<file path="src/ckfp_pkg.sv">
// Shared types, constants and the CRC-16/Modbus byte update for the key frame parser.
`timescale 1ns / 1ps
`default_nettype none

package ckfp_pkg;

  localparam int NUM_KEYS    = 6;
  localparam int FRAME_LEN   = NUM_KEYS + 11;
  localparam int MOD_FIRST   = 1;
  localparam int MOD_COUNT   = 8;
  localparam int KEY_FIRST   = 9;
  localparam int COUNT_W     = 6;
  localparam int KEY_INDEX_W = 6;

  localparam logic [COUNT_W-1:0] COUNT_MAX = 6'd63;
  localparam logic [15:0]        CRC_INIT  = 16'hFFFF;
  localparam logic [15:0]        CRC_POLY  = 16'hA001;

  localparam logic KIND_HEADER = 1'b0;
  localparam logic KIND_KEY    = 1'b1;

  typedef enum logic [1:0] {
    ERR_NONE   = 2'd0,
    ERR_LENGTH = 2'd1,
    ERR_CRC    = 2'd2
  } err_code_t;

  typedef struct packed {
    err_code_t                   err;
    logic [15:0]                 crc_calc;
    logic [15:0]                 crc_rcvd;
    logic [7:0]                  state_code;
    logic [7:0]                  modifier_bits;
    logic                        all_released;
    logic [NUM_KEYS-1:0][7:0]    keys;
  } ckfp_frame_t;

  function automatic logic [15:0] crc16_byte(input logic [15:0] crc, input logic [7:0] b);
    logic [15:0] c;
    c = crc ^ {8'h00, b};
    for (int i = 0; i < 8; i++) begin
      c = c[0] ? ((c >> 1) ^ CRC_POLY) : (c >> 1);
    end
    return c;
  endfunction

endpackage

`default_nettype wire

</file>
<file path="src/crc_checked_key_frame_parser_core.sv">
// Top level of the CRC-checked key frame parser.
`timescale 1ns / 1ps
`default_nettype none

// Takes one received byte per transaction and takes a byte in every cycle while
// end_of_frame is low. The byte with end_of_frame high is checked in the same
// cycle for length and CRC-16/Modbus, and its results sit in the result register
// in the next cycle. A good frame gives a header and then NUM_KEYS key results, one
// per cycle while out_ready is high; a bad frame gives a single header with the
// error code. The next end-of-frame byte is taken once the result register is free
// or its final result is taken in that cycle, so the result register's drain sets
// the pace only for frames shorter than NUM_KEYS + 1 bytes.
module crc_checked_key_frame_parser_core (
  input  wire logic                          clk,
  input  wire logic                          rst,
  input  wire logic                          in_valid,
  output logic                               in_ready,
  input  wire logic [7:0]                    data_byte,
  input  wire logic                          end_of_frame,
  output logic                               out_valid,
  input  wire logic                          out_ready,
  output logic                               item_kind,
  output logic [ckfp_pkg::KEY_INDEX_W-1:0]   key_index,
  output logic [7:0]                         key_code,
  output logic [7:0]                         state_code,
  output logic [7:0]                         modifier_bits,
  output logic [1:0]                         error_code,
  output logic [15:0]                        crc_calc,
  output logic [15:0]                        crc_rcvd,
  output logic                               all_released,
  output logic                               last_result
);
  import ckfp_pkg::*;

  logic        emit_free;
  logic        frame_load;
  ckfp_frame_t frame;

  ckfp_parser u_parser (
    .clk          (clk),
    .rst          (rst),
    .in_valid     (in_valid),
    .in_ready     (in_ready),
    .data_byte    (data_byte),
    .end_of_frame (end_of_frame),
    .emit_free    (emit_free),
    .frame_load   (frame_load),
    .frame        (frame)
  );

  ckfp_emitter u_emitter (
    .clk           (clk),
    .rst           (rst),
    .frame_load    (frame_load),
    .frame         (frame),
    .emit_free     (emit_free),
    .out_valid     (out_valid),
    .out_ready     (out_ready),
    .item_kind     (item_kind),
    .key_index     (key_index),
    .key_code      (key_code),
    .state_code    (state_code),
    .modifier_bits (modifier_bits),
    .error_code    (error_code),
    .crc_calc      (crc_calc),
    .crc_rcvd      (crc_rcvd),
    .all_released  (all_released),
    .last_result   (last_result)
  );

  a_eof_gives_result: assert property (@(posedge clk) disable iff (rst)
    in_valid && in_ready && end_of_frame |=> out_valid)
    else $error("End-of-frame transaction did not produce a result.");

  a_error_is_last: assert property (@(posedge clk) disable iff (rst)
    out_valid && (item_kind == KIND_HEADER) && (error_code != ERR_NONE) |-> last_result)
    else $error("Error header is not the final result of its frame.");

  a_key_follows_header: assert property (@(posedge clk) disable iff (rst)
    out_valid && out_ready && (item_kind == KIND_HEADER) && !last_result
    |=> out_valid && (item_kind == KIND_KEY) && (key_index == '0))
    else $error("Good header was not followed by the first key result.");

  a_key_no_error: assert property (@(posedge clk) disable iff (rst)
    out_valid && (item_kind == KIND_KEY) |-> (error_code == ERR_NONE) && !all_released)
    else $error("Key result carries header fields.");

endmodule

`default_nettype wire

</file>
<file path="src/ckfp_parser.sv">
// Byte-level frame parser: CRC, field capture, length and CRC checks on the last byte.
`timescale 1ns / 1ps
`default_nettype none

module ckfp_parser (
  input  wire logic               clk,
  input  wire logic               rst,
  input  wire logic               in_valid,
  output logic                    in_ready,
  input  wire logic [7:0]         data_byte,
  input  wire logic               end_of_frame,
  input  wire logic               emit_free,
  output logic                    frame_load,
  output ckfp_pkg::ckfp_frame_t   frame
);
  import ckfp_pkg::*;

  logic [COUNT_W-1:0]        byte_count;
  logic [15:0]               running_crc;
  logic [15:0]               crc_tail;
  logic                      long_flag;
  logic [7:0]                state_value;
  logic [7:0]                modifier_store;
  logic [NUM_KEYS-1:0][7:0]  key_store;

  logic [COUNT_W-1:0] byte_count_next;
  logic [15:0]        running_crc_next;
  logic [15:0]        crc_tail_next;
  logic               long_flag_next;
  logic               accept;
  logic               len_bad;
  logic               crc_bad;
  logic               keys_zero;

  assign in_ready   = !end_of_frame || emit_free;
  assign accept     = in_valid && in_ready;
  assign frame_load = accept && end_of_frame;

  always_comb begin
    running_crc_next = (byte_count >= COUNT_W'(2)) ?
                       crc16_byte(running_crc, crc_tail[7:0]) : running_crc;
    crc_tail_next    = {data_byte, crc_tail[15:8]};
    long_flag_next   = long_flag || (byte_count == COUNT_MAX);
    byte_count_next  = (byte_count == COUNT_MAX) ? byte_count : byte_count + COUNT_W'(1);
  end

  always_comb begin
    keys_zero = 1'b1;
    for (int i = 0; i < NUM_KEYS; i++) begin
      if (key_store[i] != 8'h00) begin
        keys_zero = 1'b0;
      end
    end
    len_bad = long_flag_next || (byte_count != COUNT_W'(FRAME_LEN - 1));
    crc_bad = running_crc_next != crc_tail_next;

    frame.keys          = key_store;
    frame.crc_calc      = len_bad ? 16'h0000 : running_crc_next;
    frame.crc_rcvd      = len_bad ? 16'h0000 : crc_tail_next;
    frame.state_code    = 8'h00;
    frame.modifier_bits = 8'h00;
    frame.all_released  = 1'b0;
    if (len_bad) begin
      frame.err = ERR_LENGTH;
    end else if (crc_bad) begin
      frame.err = ERR_CRC;
    end else begin
      frame.err           = ERR_NONE;
      frame.state_code    = state_value;
      frame.modifier_bits = modifier_store;
      frame.all_released  = (modifier_store == 8'h00) && keys_zero;
    end
  end

  always_ff @(posedge clk) begin
    if (rst) begin
      byte_count     <= '0;
      running_crc    <= CRC_INIT;
      crc_tail       <= 16'h0000;
      long_flag      <= 1'b0;
      state_value    <= 8'h00;
      modifier_store <= 8'h00;
    end else if (accept) begin
      if (byte_count == COUNT_W'(0)) begin
        state_value <= data_byte;
      end
      for (int i = 0; i < MOD_COUNT; i++) begin
        if (byte_count == COUNT_W'(MOD_FIRST + i)) begin
          modifier_store[i] <= (data_byte != 8'h00);
        end
      end
      if (end_of_frame) begin
        byte_count  <= '0;
        running_crc <= CRC_INIT;
        crc_tail    <= 16'h0000;
        long_flag   <= 1'b0;
      end else begin
        byte_count  <= byte_count_next;
        running_crc <= running_crc_next;
        crc_tail    <= crc_tail_next;
        long_flag   <= long_flag_next;
      end
    end
  end

  always_ff @(posedge clk) begin
    if (accept) begin
      for (int i = 0; i < NUM_KEYS; i++) begin
        if (byte_count == COUNT_W'(KEY_FIRST + i)) begin
          key_store[i] <= data_byte;
        end
      end
    end
  end

endmodule

`default_nettype wire

</file>
<file path="src/ckfp_emitter.sv">
// Result register that sends the header and, for a good frame, the key results of one checked frame.
`timescale 1ns / 1ps
`default_nettype none

module ckfp_emitter (
  input  wire logic                               clk,
  input  wire logic                               rst,
  input  wire logic                               frame_load,
  input  wire ckfp_pkg::ckfp_frame_t              frame,
  output logic                                    emit_free,
  output logic                                    out_valid,
  input  wire logic                               out_ready,
  output logic                                    item_kind,
  output logic [ckfp_pkg::KEY_INDEX_W-1:0]        key_index,
  output logic [7:0]                              key_code,
  output logic [7:0]                              state_code,
  output logic [7:0]                              modifier_bits,
  output logic [1:0]                              error_code,
  output logic [15:0]                             crc_calc,
  output logic [15:0]                             crc_rcvd,
  output logic                                    all_released,
  output logic                                    last_result
);
  import ckfp_pkg::*;

  logic                      busy;
  logic                      in_header;
  logic [KEY_INDEX_W-1:0]    key_pos;
  ckfp_frame_t               held;

  assign out_valid     = busy;
  assign item_kind     = in_header ? KIND_HEADER : KIND_KEY;
  assign key_index     = in_header ? '0 : key_pos;
  assign key_code      = in_header ? 8'h00 : held.keys[0];
  assign state_code    = in_header ? held.state_code : 8'h00;
  assign modifier_bits = in_header ? held.modifier_bits : 8'h00;
  assign error_code    = in_header ? held.err : ERR_NONE;
  assign crc_calc      = in_header ? held.crc_calc : 16'h0000;
  assign crc_rcvd      = in_header ? held.crc_rcvd : 16'h0000;
  assign all_released  = in_header ? held.all_released : 1'b0;
  assign last_result   = in_header ? (held.err != ERR_NONE)
                                   : (key_pos == KEY_INDEX_W'(NUM_KEYS - 1));
  assign emit_free     = !busy || (out_ready && last_result);

  always_ff @(posedge clk) begin
    if (rst) begin
      busy      <= 1'b0;
      in_header <= 1'b0;
      key_pos   <= '0;
    end else if (frame_load) begin
      busy      <= 1'b1;
      in_header <= 1'b1;
      key_pos   <= '0;
    end else if (busy && out_ready) begin
      if (last_result) begin
        busy <= 1'b0;
      end else if (in_header) begin
        in_header <= 1'b0;
        key_pos   <= '0;
      end else begin
        key_pos <= key_pos + KEY_INDEX_W'(1);
      end
    end
  end

  always_ff @(posedge clk) begin
    if (frame_load) begin
      held <= frame;
    end else if (busy && out_ready && !in_header) begin
      for (int i = 0; i < NUM_KEYS - 1; i++) begin
        held.keys[i] <= held.keys[i + 1];
      end
    end
  end

endmodule

`default_nettype wire
</file>
<file path="config.mk">
export PLATFORM = sky130hd
export DESIGN_NAME = crc_checked_key_frame_parser_core
export DESIGN_NICKNAME = d
export VERILOG_FILES = /design/src/ckfp_pkg.sv /design/src/crc_checked_key_frame_parser_core.sv /design/src/ckfp_parser.sv /design/src/ckfp_emitter.sv
export SDC_FILE = /design/constraint.sdc
export NUM_CORES = 1
export LEC_CHECK = 0
export ABC_AREA = 0
export BUFFER_PORTS_ARGS = -buffer_cell sky130_fd_sc_hd__buf_2
export CAP_MARGIN = 20
export CORE_MARGIN = 1
export CORE_UTILIZATION = 50
export CTS_CLUSTER_DIAMETER = 50
export DETAILED_ROUTE_END_ITERATION = 6
export PLACE_DENSITY = 0.8
export SLEW_MARGIN = 20
export SYNTH_ARGS = -nofsm -noshare
export SYNTH_HDL_FRONTEND = slang
export SYNTH_HIERARCHICAL = 1
export SYNTH_SLANG_ARGS = --single-unit
export TNS_END_PERCENT = 100
</file>
<file path="constraint.sdc">
create_clock -name clk -period 6.28 [get_ports clk]
set_clock_uncertainty 0.2 [all_clocks]
set_input_delay 0.314 -clock clk [delete_from_list [all_inputs] [get_ports clk]]
set_output_delay 0.314 -clock clk [all_outputs]
set_load 0.05 [all_outputs]
</file>
==> impl_results.md <==
* Max-Cap Viols at 0
* Initial antenna violation count at 0
* First-pass GRT wire length at 32.6 mm
* # diodes at 0
* Final Non-Filler Cells at 1107
* Yosys top cell by area: edfxtp_1
* Crit Path Class: flip-flop to flip-flop
* Area growth, synth to finish at 14.4%
* Die width at 139 um
* Lkg Pwr at about 4 nW
* Period Utilization, post-route at 67.4%
* Post-route setup TNS at 0 ns
* Min cycle time layout at 4.23 ns
* Initial core utilization at 51.4%
* Multi-input gate area at between 3000 and 4000 um^2
* FILL cells at 1476
* I/O Buffers at 81
* Postcts setup bufs at 0
* DRC at 23
* Worst Setup Start Kind: flip-flop
* Cell count after synthesis at 793
* Overflow after GRT at 0
* Syn Area/Cell at around 12 um^2
* Net count reported at finish at about 900
* Clk slew on worst S/H paths at about 0.060 ns
* Die Span Y at between 100 and 150 um
* GR Util All Layers at 21.6%
* RSZ-0062 raised after global routing: no
* Slew Limit Fails at 0
* Most frequent cell after synthesis: edfxtp_1
* Max Freq at 236 MHz
* PostCTS Resize Cnt at 0
* Syn Nets at 812
* CTS buffer count at 24
* Area contributors post-synth: edfxtp_1 (47%), dfxtp_1 (14%), mux2_2 (4.8%)
* Mean number of vias per cell at 5.70
* Hold Vio Cnt, Final at 0
* Root Buffer: clkbuf_16
* Drt wl/cell at between 15 and 20 um
* Measured slew at the worst slew-check pin at roughly 1.0 ns
* Synthesized flop and latch total at between 200 and 250
* Worst skew pair latency at ~0.53 ns
* Setup violators final at 0
* DRT Pass-1 Iters at 7
* I/O pin cnt at just over 80
* EDFF count, synth at 147
* Die area at 19200 um^2
* CTS hold repair buffers at 4
* Crit. End Element: flip-flop
* DP Cell Count at 1059
* Yosys warning total at 6
* Routability cong. at 0.942
* Synth unique cells at 55
* Largest net degree at the start of global routing at 56
* DRT iter0 DRCs at around 610
* IR drop worst, VDD at 0.226 mV
* Core Rows at 49
* Crit path max fanout at 18
* Core area at 18100 um^2
* Commonest cells post-synth: edfxtp_1 (147), nand2_1 (76), and2_1 (67), nor2_1 (67), dfxtp_1 (63)
* Failing checks: design-rule violations
* Slew headroom at 30.4%
* Reg area at ~5700 um^2
* Top_reg_cell synth: edfxtp_1
* Ys async rst share at 0%
* Layout cell share with drive strength beyond 1 at 22.1%
* Final wirelength at 20.6 mm
* CTS tree: built
* Hold Crit Class: primary input to flip-flop
* Top cell type's share of synthesized area at 47.3%
* Fin util at around 59%
* Critical Path RT at roughly 6.4 ns
* Post-synthesis cell area at around 9300 um^2
* Depth of the CTS H-tree at 1
* Post-DP HPWL at 13.3 mm
* Arrival time at the worst endpoint at 4.31 ns
* PwrDens at approximately 300 nW/um^2
* Vias in the first global route at approximately 5900
* Share of the yosys chip area belonging to registers at 60.8%
* Clock buffer depth at 3
* Clock sinks at between 200 and 250
* DRT antenna net count at 0
* Outcome: finished, violations left
* Pwr Total at 3.20 mW
* Vias at 6306
final timing paths:
check                                           start                                   end  slack (ns)  cells past startpoint
setup reg to reg  u_parser/byte_count[0]$_SDFFE_PP0P_          u_emitter/held[98]$_DFFE_PP_        2.05                      8
hold reg to reg          u_parser/frame[45]$_DFFE_PP_          u_emitter/held[45]$_DFFE_PP_        0.25                      0
setup / recovery  u_parser/byte_count[0]$_SDFFE_PP0P_          u_emitter/held[98]$_DFFE_PP_        2.05                      8
hold / removal                           data_byte[5]  u_parser/state_value[5]$_SDFFE_PP0P_        0.01                      3
power breakdown:
| group | leakage (nW) | switching (mW) | internal [mW] |
|---|---|---|---|
| registers | 1.89 | 0.0235 | 1.53 |
| logic | 1.69 | 0.215 | 0.0924 |
| clock network | 0.379 | 0.581 | 0.758 |
registers in the layout, summed over array words and instances (netlist names):
name and cells:
u_parser/modifier_store 8, u_parser/crc_tail 16, u_emitter/out_valid 1, u_emitter/key_pos 6, u_parser/running_crc 16, u_emitter/in_header 1
u_parser/frame 48, u_parser/state_value 8, u_parser/long_flag 1, u_emitter/held 99, u_parser/byte_count 6
stage by stage:
stage | hold slack, ns | instance area (um^2) | setup WS (ns)
after floorplan | 0.186 | 9330 | 0.623
after global placement | 0.232 | 9860 | 2.21
after detailed placement | 0.234 | 9860 | 2.08
after CTS | 0.00361 | 10700 | 2.06
after global routing | 0.00583 | 10700 | 1.84
final | 0.0135 | 10700 | 2.05
cell usage in the layout (no fill, tap or decap), types with 12 or more instances in the layout:
master,n
a21oi_1,39
a22oi_1,18
and2_1,67
buf_2,81
clkbuf_16,24
dfxtp_1,62
edfxtp_1,147
inv_1,12
mux2_2,40
nand2_1,76
nand3_1,20
nor2_1,65
nor2b_1,13
nor4_1,24
o211ai_1,12
o21ai_0,19
xnor2_1,25
cell families (layout without fill, tap and decap cells):
family / after synthesis / after routing / synth area share, %
adders and majority gates: 6 / 6 / 0.805
and+or+nand+nor: 315 / 315 / 18.1
AOI/OAI and AO/OA: 114 / 114 / 7.56
xor gates and xnor gates: 38 / 38 / 4.02
DFF: 210 / 210 / 60.8
muxes: 47 / 47 / 5.71
buffers and inverters: 63 / 148 / 2.96
metal layers:
| metal | vias up | global-route usage [%] | part of all wire, % | routed length, um |
|---|---|---|---|---|
| met5 | - | 0 | 0 | 0 |
| met4 | 0 | 7.45 | 2.7 | 552 |
| met3 | 38 | 3.35 | 6.5 | 1330 |
| met2 | 222 | 34.8 | 46 | 9470 |
| met1 | 3045 | 30.0 | 45 | 9210 |
| li1 | 3001 | - | - | - |
layout make-up:
| cell class | count | area share [%] |
|---|---|---|
| flip-flops and latches | 210 | 53.2 |
| inverters | 12 | 0.422 |
| multi-input cells | 520 | 31.8 |
| well taps | 229 | 2.68 |
| repair buffers | 92 | 4.66 |
| clock buffers | 30 | 6.12 |
| clock inverters | 14 | 1.15 |
critical path, stage by stage, from the launching register on:
cell and delay [ns]:
dfxtp_1 0.38, inv_1 0.10, ha_1 0.26, or4_1 0.56
nor2_1 0.61, a31oi_1 0.09, or4_1 0.43, or4_1 0.95
o31a_1 0.40
No activity file was read; power rests on OpenSTA's default activity.
